--- src/assert_macros.svh ---
// Assertion macros for the controller RTL.
`ifndef ASSERT_MACROS_SVH
`define ASSERT_MACROS_SVH
`ifndef ASSERT_OFF
`define ASSERT_PROP(label, clk, rstn, prop) \
    label: assert property (@(posedge clk) disable iff (!rstn) prop) \
        else $error("property failed");
`define ASSERT_NEVER(label, clk, rstn, cond) \
    label: assert property (@(posedge clk) disable iff (!rstn) !(cond)) \
        else $error("forbidden condition seen");
`else
`define ASSERT_PROP(label, clk, rstn, prop)
`define ASSERT_NEVER(label, clk, rstn, cond)
`endif
`endif

--- src/tsic_pkg.sv ---
// Constants and register codes for the touch swipe idle controller.
package tsic_pkg;

    localparam int ADDR_W      = 5;
    localparam int IN_DATA_W   = 56;
    localparam int OUT_DATA_W  = 16;
    localparam int TIMEOUT_W   = 9;
    localparam int BRIGHT_W    = 7;
    localparam int DIST_W      = 10;
    localparam int HOLD_W      = 16;
    localparam int COORD_W     = 10;
    localparam int TIME_W      = 32;
    localparam int PAGE_W      = 4;
    localparam int TIMEOUT_MS_W = 19;

    localparam logic [2:0] REG_TIMEOUT = 3'd0;
    localparam logic [2:0] REG_BRIGHT  = 3'd1;
    localparam logic [2:0] REG_SWIPE   = 3'd2;
    localparam logic [2:0] REG_MOVE    = 3'd3;
    localparam logic [2:0] REG_HOLD    = 3'd4;

    localparam logic [TIMEOUT_W-1:0] TIMEOUT_MIN   = 9'd5;
    localparam logic [TIMEOUT_W-1:0] TIMEOUT_MAX   = 9'd300;
    localparam logic [TIMEOUT_W-1:0] TIMEOUT_RESET = 9'd30;
    localparam logic [BRIGHT_W-1:0]  BRIGHT_MIN    = 7'd10;
    localparam logic [BRIGHT_W-1:0]  BRIGHT_MAX    = 7'd100;
    localparam logic [BRIGHT_W-1:0]  BRIGHT_RESET  = 7'd80;
    localparam logic [DIST_W-1:0]    SWIPE_RESET   = 10'd50;
    localparam logic [DIST_W-1:0]    MOVE_RESET    = 10'd10;
    localparam logic [HOLD_W-1:0]    HOLD_RESET    = 16'd300;
    localparam logic [TIMEOUT_MS_W-1:0] MS_PER_S   = 19'd1000;

endpackage

--- src/touch_swipe_idle_controller.sv ---
// Touch swipe idle controller: screen blanking, wake and page swipe detection.
//
// Usage:
//   Input stream s_t*: one touch poll per item (pressed, x, y, millisecond time).
//   Result stream m_t*: one result per poll (screen state, brightness, page,
//   page change and swiping flags), in poll order.
//   APB port: five settings registers at byte addresses 0, 4, 8, 12, 16;
//   write them only while no poll is in flight.
// Throughput: one item per cycle unless the result stream stalls; the input
//   register feeds one pass of compare and subtract logic that updates the
//   gesture state and loads the result register in the same cycle.
// Reset: screen lit, first page, no gesture, registers at their defaults.
// Stall: while m_tready is low the result register holds; one more item waits
//   in the input register, after which s_tready drops until the result moves.
`include "assert_macros.svh"

module touch_swipe_idle_controller #(
    parameter int NUM_PAGES = 3
) (
    input  logic                             aclk,
    input  logic                             aresetn,
    input  logic                             s_tvalid,
    output logic                             s_tready,
    // pressed[0], touch_x[10:1], touch_y[20:11], now_ms[52:21], zero[55:53]
    input  logic [tsic_pkg::IN_DATA_W-1:0]   s_tdata,
    output logic                             m_tvalid,
    input  logic                             m_tready,
    // screen_on[0], brightness[7:1], page[11:8], page_changed[12],
    // swiping[13], zero[15:14]
    output logic [tsic_pkg::OUT_DATA_W-1:0]  m_tdata,
    input  logic                             psel,
    input  logic                             penable,
    input  logic                             pwrite,
    input  logic [tsic_pkg::ADDR_W-1:0]      paddr,
    input  logic [31:0]                      pwdata,
    output logic [31:0]                      prdata,
    output logic                             pready
);

    localparam logic [tsic_pkg::PAGE_W-1:0] PAGE_LAST = tsic_pkg::PAGE_W'(NUM_PAGES - 1);

    logic [tsic_pkg::TIMEOUT_W-1:0] timeout_reg;
    logic [tsic_pkg::BRIGHT_W-1:0]  bright_reg;
    logic [tsic_pkg::DIST_W-1:0]    swipe_dist_reg;
    logic [tsic_pkg::DIST_W-1:0]    move_dist_reg;
    logic [tsic_pkg::HOLD_W-1:0]    hold_reg;
    logic                           cfg_wr;

    logic                           in_valid_reg;
    logic                           in_pressed_reg;
    logic [tsic_pkg::COORD_W-1:0]   in_x_reg;
    logic [tsic_pkg::COORD_W-1:0]   in_y_reg;
    logic [tsic_pkg::TIME_W-1:0]    in_now_reg;
    logic                           advance;

    logic                           blanked_reg, blanked_next;
    logic [tsic_pkg::TIME_W-1:0]    last_act_reg, last_act_next;
    logic                           start_valid_reg, start_valid_next;
    logic [tsic_pkg::COORD_W-1:0]   start_x_reg, start_x_next;
    logic [tsic_pkg::COORD_W-1:0]   start_y_reg, start_y_next;
    logic                           prev_pressed_reg, prev_pressed_next;
    logic                           swipe_reg, swipe_next;
    logic                           clear_pend_reg, clear_pend_next;
    logic [tsic_pkg::TIME_W-1:0]    clear_stamp_reg, clear_stamp_next;
    logic [tsic_pkg::PAGE_W-1:0]    page_reg, page_next;
    logic                           changed_next;

    logic                           out_valid_reg;
    logic                           out_screen_reg;
    logic [tsic_pkg::BRIGHT_W-1:0]  out_bright_reg;
    logic [tsic_pkg::PAGE_W-1:0]    out_page_reg;
    logic                           out_changed_reg;
    logic                           out_swipe_reg;

    logic [tsic_pkg::TIMEOUT_W-1:0]    timeout_clamped;
    logic [tsic_pkg::TIMEOUT_MS_W-1:0] timeout_ms;
    logic [tsic_pkg::BRIGHT_W-1:0]     bright_clamped;
    logic [tsic_pkg::TIME_W-1:0]       idle_elapsed;
    logic [tsic_pkg::TIME_W-1:0]       hold_elapsed;
    logic [tsic_pkg::COORD_W:0]        x_ext, sx_ext, sd_ext;
    logic                              move_left, move_right, moved;
    logic [tsic_pkg::COORD_W-1:0]      adx, ady;

    // configuration port
    assign pready = 1'b1;
    assign cfg_wr = psel && penable && pwrite && pready;

    always_ff @(posedge aclk) begin
        if (!aresetn) begin
            timeout_reg    <= tsic_pkg::TIMEOUT_RESET;
            bright_reg     <= tsic_pkg::BRIGHT_RESET;
            swipe_dist_reg <= tsic_pkg::SWIPE_RESET;
            move_dist_reg  <= tsic_pkg::MOVE_RESET;
            hold_reg       <= tsic_pkg::HOLD_RESET;
        end else if (cfg_wr) begin
            unique case (paddr[4:2])
                tsic_pkg::REG_TIMEOUT: timeout_reg    <= pwdata[tsic_pkg::TIMEOUT_W-1:0];
                tsic_pkg::REG_BRIGHT:  bright_reg     <= pwdata[tsic_pkg::BRIGHT_W-1:0];
                tsic_pkg::REG_SWIPE:   swipe_dist_reg <= pwdata[tsic_pkg::DIST_W-1:0];
                tsic_pkg::REG_MOVE:    move_dist_reg  <= pwdata[tsic_pkg::DIST_W-1:0];
                tsic_pkg::REG_HOLD:    hold_reg       <= pwdata[tsic_pkg::HOLD_W-1:0];
                default: ;
            endcase
        end
    end

    always_comb begin
        unique case (paddr[4:2])
            tsic_pkg::REG_TIMEOUT: prdata = 32'(timeout_reg);
            tsic_pkg::REG_BRIGHT:  prdata = 32'(bright_reg);
            tsic_pkg::REG_SWIPE:   prdata = 32'(swipe_dist_reg);
            tsic_pkg::REG_MOVE:    prdata = 32'(move_dist_reg);
            tsic_pkg::REG_HOLD:    prdata = 32'(hold_reg);
            default:               prdata = 32'd0;
        endcase
    end

    // handshake
    assign advance  = in_valid_reg && (!out_valid_reg || m_tready);
    assign s_tready = !in_valid_reg || advance;
    assign m_tvalid = out_valid_reg;
    assign m_tdata  = {2'b00, out_swipe_reg, out_changed_reg, out_page_reg,
                       out_bright_reg, out_screen_reg};

    always_ff @(posedge aclk) begin
        if (!aresetn) begin
            in_valid_reg  <= 1'b0;
            out_valid_reg <= 1'b0;
        end else begin
            if (s_tready) begin
                in_valid_reg <= s_tvalid;
            end
            if (advance) begin
                out_valid_reg <= 1'b1;
            end else if (m_tready) begin
                out_valid_reg <= 1'b0;
            end
        end
    end

    always_ff @(posedge aclk) begin
        if (s_tready && s_tvalid) begin
            in_pressed_reg <= s_tdata[0];
            in_x_reg       <= s_tdata[10:1];
            in_y_reg       <= s_tdata[20:11];
            in_now_reg     <= s_tdata[52:21];
        end
        if (advance) begin
            out_screen_reg  <= !blanked_next;
            out_bright_reg  <= blanked_next ? '0 : bright_clamped;
            out_page_reg    <= page_next;
            out_changed_reg <= changed_next;
            out_swipe_reg   <= swipe_next;
        end
    end

    // per-poll logic
    always_comb begin
        timeout_clamped = timeout_reg;
        if (timeout_reg < tsic_pkg::TIMEOUT_MIN) timeout_clamped = tsic_pkg::TIMEOUT_MIN;
        if (timeout_reg > tsic_pkg::TIMEOUT_MAX) timeout_clamped = tsic_pkg::TIMEOUT_MAX;
        bright_clamped = bright_reg;
        if (bright_reg < tsic_pkg::BRIGHT_MIN) bright_clamped = tsic_pkg::BRIGHT_MIN;
        if (bright_reg > tsic_pkg::BRIGHT_MAX) bright_clamped = tsic_pkg::BRIGHT_MAX;
    end

    assign timeout_ms   = tsic_pkg::TIMEOUT_MS_W'(timeout_clamped) * tsic_pkg::MS_PER_S;
    assign idle_elapsed = in_now_reg - last_act_reg;
    assign hold_elapsed = in_now_reg - clear_stamp_reg;

    assign x_ext      = {1'b0, in_x_reg};
    assign sx_ext     = {1'b0, start_x_reg};
    assign sd_ext     = {1'b0, swipe_dist_reg};
    assign move_left  = sx_ext > (x_ext + sd_ext);
    assign move_right = x_ext > (sx_ext + sd_ext);
    assign adx   = (in_x_reg >= start_x_reg) ? in_x_reg - start_x_reg : start_x_reg - in_x_reg;
    assign ady   = (in_y_reg >= start_y_reg) ? in_y_reg - start_y_reg : start_y_reg - in_y_reg;
    assign moved = (adx > move_dist_reg) || (ady > move_dist_reg);

    always_comb begin
        blanked_next      = blanked_reg;
        last_act_next     = last_act_reg;
        start_valid_next  = start_valid_reg;
        start_x_next      = start_x_reg;
        start_y_next      = start_y_reg;
        prev_pressed_next = prev_pressed_reg;
        swipe_next        = swipe_reg;
        clear_pend_next   = clear_pend_reg;
        clear_stamp_next  = clear_stamp_reg;
        page_next         = page_reg;
        changed_next      = 1'b0;

        if (clear_pend_reg && (hold_elapsed >= tsic_pkg::TIME_W'(hold_reg))) begin
            swipe_next      = 1'b0;
            clear_pend_next = 1'b0;
        end

        if (blanked_reg) begin
            if (in_pressed_reg) begin
                blanked_next     = 1'b0;
                last_act_next    = in_now_reg;
                start_x_next     = in_x_reg;
                start_y_next     = in_y_reg;
                start_valid_next = 1'b1;
                swipe_next       = 1'b0;
                clear_pend_next  = 1'b0;
            end
            prev_pressed_next = in_pressed_reg;
        end else if (!in_pressed_reg
                     && (idle_elapsed >= tsic_pkg::TIME_W'(timeout_ms))) begin
            blanked_next      = 1'b1;
            prev_pressed_next = 1'b0;
        end else begin
            if (in_pressed_reg) begin
                last_act_next = in_now_reg;
            end
            if (in_pressed_reg && !prev_pressed_reg) begin
                start_x_next     = in_x_reg;
                start_y_next     = in_y_reg;
                start_valid_next = 1'b1;
                swipe_next       = 1'b0;
                clear_pend_next  = 1'b0;
            end else if (!in_pressed_reg && prev_pressed_reg) begin
                if (start_valid_reg) begin
                    if (move_left && (page_reg < PAGE_LAST)) begin
                        page_next    = page_reg + 1'b1;
                        changed_next = 1'b1;
                        swipe_next   = 1'b1;
                    end else if (move_right && (page_reg != '0)) begin
                        page_next    = page_reg - 1'b1;
                        changed_next = 1'b1;
                        swipe_next   = 1'b1;
                    end else if (moved) begin
                        swipe_next = 1'b1;
                    end
                end
                start_valid_next = 1'b0;
                if (swipe_next) begin
                    clear_pend_next  = 1'b1;
                    clear_stamp_next = in_now_reg;
                end
            end
            prev_pressed_next = in_pressed_reg;
        end
    end

    always_ff @(posedge aclk) begin
        if (!aresetn) begin
            blanked_reg      <= 1'b0;
            last_act_reg     <= '0;
            start_valid_reg  <= 1'b0;
            start_x_reg      <= '0;
            start_y_reg      <= '0;
            prev_pressed_reg <= 1'b0;
            swipe_reg        <= 1'b0;
            clear_pend_reg   <= 1'b0;
            clear_stamp_reg  <= '0;
            page_reg         <= '0;
        end else if (advance) begin
            blanked_reg      <= blanked_next;
            last_act_reg     <= last_act_next;
            start_valid_reg  <= start_valid_next;
            start_x_reg      <= start_x_next;
            start_y_reg      <= start_y_next;
            prev_pressed_reg <= prev_pressed_next;
            swipe_reg        <= swipe_next;
            clear_pend_reg   <= clear_pend_next;
            clear_stamp_reg  <= clear_stamp_next;
            page_reg         <= page_next;
        end
    end

    `ASSERT_PROP(a_bright_tracks_screen, aclk, aresetn,
        out_valid_reg |-> (out_screen_reg == (out_bright_reg != '0)))
    `ASSERT_PROP(a_change_sets_swipe, aclk, aresetn,
        (out_valid_reg && out_changed_reg) |-> out_swipe_reg)
    `ASSERT_NEVER(a_page_in_range, aclk, aresetn, page_reg > PAGE_LAST)
    `ASSERT_PROP(a_page_moves_reported, aclk, aresetn,
        (page_reg != $past(page_reg)) |-> (out_valid_reg && out_changed_reg))
    `ASSERT_PROP(a_blank_clears_press, aclk, aresetn,
        $rose(blanked_reg) |-> !prev_pressed_reg)

endmodule

--- config.mk ---
export PLATFORM = sky130hd
export DESIGN_NAME = touch_swipe_idle_controller
export DESIGN_NICKNAME = d
export VERILOG_FILES = /design/src/tsic_pkg.sv /design/src/touch_swipe_idle_controller.sv
export VERILOG_INCLUDE_DIRS = /design/src /design/src/src
export SDC_FILE = /design/constraint.sdc
export NUM_CORES = 1
export LEC_CHECK = 0
export ABC_AREA = 1
export ABC_CLOCK_PERIOD_IN_PS = 7000
export BUFFER_PORTS_ARGS = -buffer_cell sky130_fd_sc_hd__buf_2
export CAP_MARGIN = 5
export CORE_MARGIN = 5
export CORE_UTILIZATION = 55
export CTS_CLUSTER_DIAMETER = 120
export CTS_CLUSTER_SIZE = 24
export DETAILED_ROUTE_END_ITERATION = 8
export GPL_ROUTABILITY_DRIVEN = 0
export PLACE_DENSITY = 0.74
export SLEW_MARGIN = 5
export SYNTH_ARGS = -nofsm -noshare
export SYNTH_HDL_FRONTEND = slang
export SYNTH_SLANG_ARGS = --single-unit
--- constraint.sdc ---
create_clock -name aclk -period 7 [get_ports aclk]
set_clock_uncertainty 0.05 [all_clocks]
set_input_delay 0.35 -clock aclk [delete_from_list [all_inputs] [get_ports aclk]]
set_output_delay 0.35 -clock aclk [all_outputs]
set_load 0.05 [all_outputs]
# Word level (Yosys, flattened, before mapping)
# Cells that the tools add are included.
# word_totals
elab_cells	158
inputBits	100
reg_bits	214
output_inout_bits	51
# op_classes
n_eq_ne	6
magnitude_cmp	13
n_mul	1
n_reduce_logical	35
bitwise	5
mux	60
add_sub_neg	10
# ops
cell	count
$mux W10	10
$mux W32	3
$pmux W16 S5	1
$sub A32 B32 Y32	2
$sub A10 B10 Y10	4
$mux W1	35
$ge A32 B16 Y1	1
$ge A32 B19 Y1	1
$mux W4	7
$add A10 B10 Y11	2
$gt A10 B11 Y1	2
$ge A10 B10 Y1	2
$gt A10 B10 Y1	2
$mux W9	2
$mul A9 B7 Y16 const B	1
$mux W7	2
$reduce_and A2 Y1	6
$logic_and A1 B1 Y1	10
$gt A9 B9 Y1 const B	1
$lt A9 B3 Y1 const B	1
$reduce_and A4 Y1	2
$gt A7 B7 Y1 const B	1
$lt A7 B4 Y1 const B	1
$eq A3 B2 Y1 const B	2
other kinds (17)	29

# Longest topological paths before layout
# logic_depth
ltp_word	17
ltp_mapped	41
mapped_depth_nobuf	41

# Worst setup path before layout
# OpenSTA, ideal clock, no wires.
# synth_path
path_kind	reg2reg
from	register timeout_reg[1] (netlist bit)
to	register clear_stamp_reg[23] (netlist bit)
path_buffers	1
stages_incl_launch_ff	39
setup_time_ns	0.115
period_less_slack_ns	6.426
slack_ns	0.574
t_arrival_ns	6.261
required_ns	6.835
path_cell_list	dfxtp_1 > o21ai_0 > a211oi_1 > o21ai_0 > inv_1 > nor2_1 > inv_1 > fa_1 > inv_1 > fa_1 > fa_1 > fa_1 > inv_1 > ha_1 > inv_1 > o21bai_1 > a21oi_1 > o21ai_0 > [3 not listed] > ha_1 > nand2_1 > nor2_1 > a211oi_1 > nand2_1 > nand2_1 > nand2_1 > nand2_1 > nand3_1 > nor2_2 > nand3_4 > nor2_1 > nand2_2 > nand2_8 > buf_6 > nand3_1 > nand2_1 > nor2_1
# synth_between
elab_chain_cells	8
elab_cells_between_ends	9
cone_classes	mul: 1; order compare: 3; mux: 2; bitwise: 1; reduce/logical: 2
# synth_rtl
item	line_no	text
start: declaration	touch_swipe_idle_controller.sv:42	logic [tsic_pkg::TIMEOUT_W-1:0] timeout_reg;
start signal: assignment	touch_swipe_idle_controller.sv:90	timeout_reg <= tsic_pkg::TIMEOUT_RESET;
start signal: assignment	touch_swipe_idle_controller.sv:97	tsic_pkg::REG_TIMEOUT: timeout_reg <= pwdata[tsic_pkg::TIMEOUT_W-1:0];
$lt A9 B3 Y1	touch_swipe_idle_controller.sv:160	if (timeout_reg < tsic_pkg::TIMEOUT_MIN) timeout_clamped = tsic_pkg::TIMEOUT_MIN;
$mux W9	touch_swipe_idle_controller.sv:160	
$mux W9 *	touch_swipe_idle_controller.sv:161	if (timeout_reg > tsic_pkg::TIMEOUT_MAX) timeout_clamped = tsic_pkg::TIMEOUT_MAX;
$mul A9 B7 Y16 *	touch_swipe_idle_controller.sv:167	assign timeout_ms = tsic_pkg::TIMEOUT_MS_W'(timeout_clamped) * tsic_pkg::MS_PER_S;
$ge A32 B19 Y1 *	touch_swipe_idle_controller.sv:210	&& (idle_elapsed >= tsic_pkg::TIME_W'(timeout_ms))) begin
$logic_and A1 B1 Y1 *	touch_swipe_idle_controller.sv:210	
$not A1 Y1 (no line) *	--	
$reduce_and A6 Y1 (no line) *	--	
end signal: assignment	touch_swipe_idle_controller.sv:268	clear_stamp_reg <= clear_stamp_next;
end: declaration	touch_swipe_idle_controller.sv:64	logic [tsic_pkg::TIME_W-1:0] clear_stamp_reg, clear_stamp_next;
# Every way passes the cells marked *; elsewhere a longest branch is shown, timed or not.
# A chain may end at the register's enable or synchronous reset.

# Worst setup path in the final report
# layout_path
from	register timeout_reg[6] (netlist bit)
to	register clear_stamp_reg[11] (netlist bit)
# The elaborated chain is that of the path after synthesis.

==> flow_metrics.py <==
metrics = {
    "run_status": {
        "status": "finished, final reports clean",
    },
    "worst_setup_path": {
        "crit_path_frequent_cell": "nor2_1",
        "worstPathRequired_ps": 7350,
        "crit_path_top_delay_cell": "fa_1",
        "rr_endpoint": "clear_stamp_reg[11]",
        "crit_buf_inv": 6,
        "start_kind": "register",
        "crit_family": "adder cells",
        "r2r-start": "timeout_reg[6]",
        "end_kind": "register",
        "path_class": "reg2reg",
        "slowest_delay_ps": 580,
        "worstPathMaxFanout": 12,
        "r2r_slack_ps": 210,
        "worst_r2r_path_depth": 41,
        "cp_data_arrival_time_ps": 7130,
    },
    "route": {
        "drc": 0,
        "drt-initial-drc-count": 1704,
        "vias_per_cell": 5.34,
        "drtAntennaViolNets": 0,
        "drt-total-wl_um": 49400,
        "routedWlPerCell_um": 14.8,
        "drtPass1Iterations": 7,
        "vias": 17800,
    },
    "floorplan": {
        "io_pins": 151,
        "die_h_um": 194,
        "std_cell_rows": 67,
        "die_w_um": 194,
        "start_util_pct": 55.8,
        "die_area_um2": 37800,
        "core-area_um2": 33500,
    },
    "logic_synthesis": {
        "syn_avg_cell_area_um2": 6.89,
        "yosys.cell_types.count": 52,
        "synth_flop_cell": "dfxtp_1",
        "synth_edf_count": 67,
        "yosys.area.top_type": "dfxtp_1",
        "syn-cell-area_um2": 18700,
        "yosys.area.top_type_share_pct": 15.7,
        "synth.most_common_cell": "nand2_1",
        "synth-xor-area-share_pct": 3.84,
        "synthTopCellsByCount": "nand2_1, inv_1, nor2_1, ha_1, a21oi_1",
        "synth_mux_area_share_pct": 0.267,
        "synth_compound_area_share_pct": 13.3,
        "synthArstFlopShare_pct": 0,
        "synth_top_family_by_area": "simple AND/OR/NAND/NOR gates",
        "synth_fa_ha_area_share_pct": 19.2,
        "synth-seq-cells": 214,
        "synth_area_leaders": "dfxtp_1, ha_1, nand2_1",
        "synth_warnings": 0,
        "yosysSeqAreaShare_pct": 26.5,
        "synthCells": 2718,
        "yosys.area_share.simple_pct": 24.7,
    },
    "cts": {
        "cts_buffers": 13,
        "cts_sinks": 214,
        "clk_latency_ps": 500,
        "cts-root-buf": "clkbuf_16",
        "cts_tree": "built",
        "path_clk_slew_ps": 100,
        "htree_levels": 1,
        "cts_buffer_depth": 3,
    },
    "hold_path": {
        "whs_path_depth": 3,
        "hold_path.startpoint": "pwdata[10]",
        "hp-class": "in2reg",
        "hold_end": "hold_reg[10]",
    },
    "timing": {
        "finalMaxSlewViolations": 0,
        "setup_viol": 0,
        "period_needed_ps": 6790,
        "worst-slew-pin-transition_ps": 1180,
        "hold_slack_ps": 79.2,
        "relSlewSlack_pct": 21.6,
        "hold_viol_final": 0,
        "rsz0062_at_grt": "true",
        "period_share_pct": 96.9,
        "max_freq_mhz": 147,
    },
    "power": {
        "ir_drop_v": 0.000216,
        "p_per_area_nw_per_um2": 158,
        "power.leakage_nw": 10.8,
    },
    "placed_design": {
        "place_hpwl_um": 38300,
        "place.port_buffers": 110,
    },
    "run": {
        "cap_violations": 0,
    },
    "global_route": {
        "track_usage_pct": 24.6,
        "grt_max_degree": 74,
        "grt_pass1_vias": 16200,
        "antenna_found_initial": 0,
        "overflow": 0,
        "grt_pass1_wl_um": 79100,
    },
    "finish": {
        "syn2layout_area_growth_pct": 12.1,
        "fin_nets": 3242,
        "fin_util_pct": 62.6,
        "nFillCells": 3109,
        "drive_gt1_share_pct": 8.43,
    },
}
-- metrics by stage --
step | setup TNS (ps) | power, W | std cells | area, µm² | worst slack [ps]
finish | 0 | 0.00332 | 3330 | 21000 | 214
global route | -11770 | 0.00354 | 3329 | 21000 | -254
CTS | 0 | 0.00330 | 3314 | 20600 | 0.932
detailed placement | -5140 | 0.00246 | 3241 | 19700 | -131
global placement | 0 | 0.00242 | 3241 | 19700 | 150
floorplan | 0 | 0.00219 | 2735 | 18800 | 574
-- routing by layer --
metal	track usage (%)	vias to the layer above	share of wire (%)
li1	-	8967	-
met1	33.6	8058	44
met2	41.9	642	46
met3	2.91	102	7.2
met4	6.04	0	2.9
met5	0	-	0
-- logic make-up after synthesis --
family / count (synthesis)
and+or+nand+nor: 1120
buffers and inverters: 576
AOI/OAI and AO/OA: 452
adders and majority gates: 267
DFF: 214
xor gates and xnor gates: 82
muxes: 5
other: 2
-- area by class of cell --
cell class                      count  area (µm²)  share of cell area, %
Antenna cell                        1        2.50                 0.0119
Clock buffer                       19         368                   1.75
Clock inverter                      2        25.0                  0.119
Inverter                          503        1890                   8.99
Multi-Input combinational cell   1946       11800                   56.1
Sequential cell                   214        4960                   23.6
Tap cell                          448         561                   2.67
Timing Repair Buffer              197        1420                   6.76
-- worst register-to-register path: cells and delay by family (launching register included) --
kind            cells  cell delay [ps]
compound gates      6              800
flops               1              370
buf+inv             6              490
simple gates       21             2200
xor+xnor            2              380
fa+ha+maj           6             2380
-- power by group --
group | internal [W] | switching (W)
Combinational | 0.000419 | 0.000705
Sequential | 0.00133 | 0.0000457
Clock | 0.000376 | 0.000450
-- cells in the final DEF (no fill, tap or decap), types with 6 or more instances in the layout --
master         count
a21oi_2            6
edfxtp_1          67
a21oi_1          225
a21o_1             9
inv_2              8
a221oi_1          14
nor2_2            13
nand2_1          656
a31oi_1            6
o211ai_1           8
fa_1              33
xor2_1            62
o21bai_1          16
nand4_1           25
conb_1            19
nand3_2           17
xnor2_1           20
dfxtp_1          143
nor3_1            21
nand2_2           11
o22ai_1            6
nand3_1          101
buf_4             28
o21ai_0          132
nor2_1           248
inv_1            490
ha_1             232
dlygate4sd3_1     53
nand3b_1           7
clkbuf_16         15
buf_2            109
-- worst max-delay path by stage --
| stage | startpoint | slack, ps | depth (start not counted) | end |
|---|---|---|---|---|
| after floorplan | timeout_reg[1] | 570 | 38 | clear_stamp_reg[23] |
| after global placement | timeout_reg[0] | 150 | 38 | clear_stamp_reg[16] |
| after detailed placement | timeout_reg[0] | -130 | 41 | clear_stamp_reg[14] |
| after CTS | timeout_reg[0] | 0.9 | 39 | out_bright_reg[4] |
| after global routing | timeout_reg[6] | -250 | 40 | clear_stamp_reg[2] |
| final | timeout_reg[6] | 210 | 41 | clear_stamp_reg[11] |
-- repair_timing --
item,4_1_cts,5_1_grt
setup endpoints to repair,56,73
endpoints found under the hold margin,52,1
resized for setup,1,60
pin swaps,0,18
gates cloned,0,3
hold buffers,52,1
setup buffers,0,11
No activity file was read; power rests on OpenSTA's default activity.
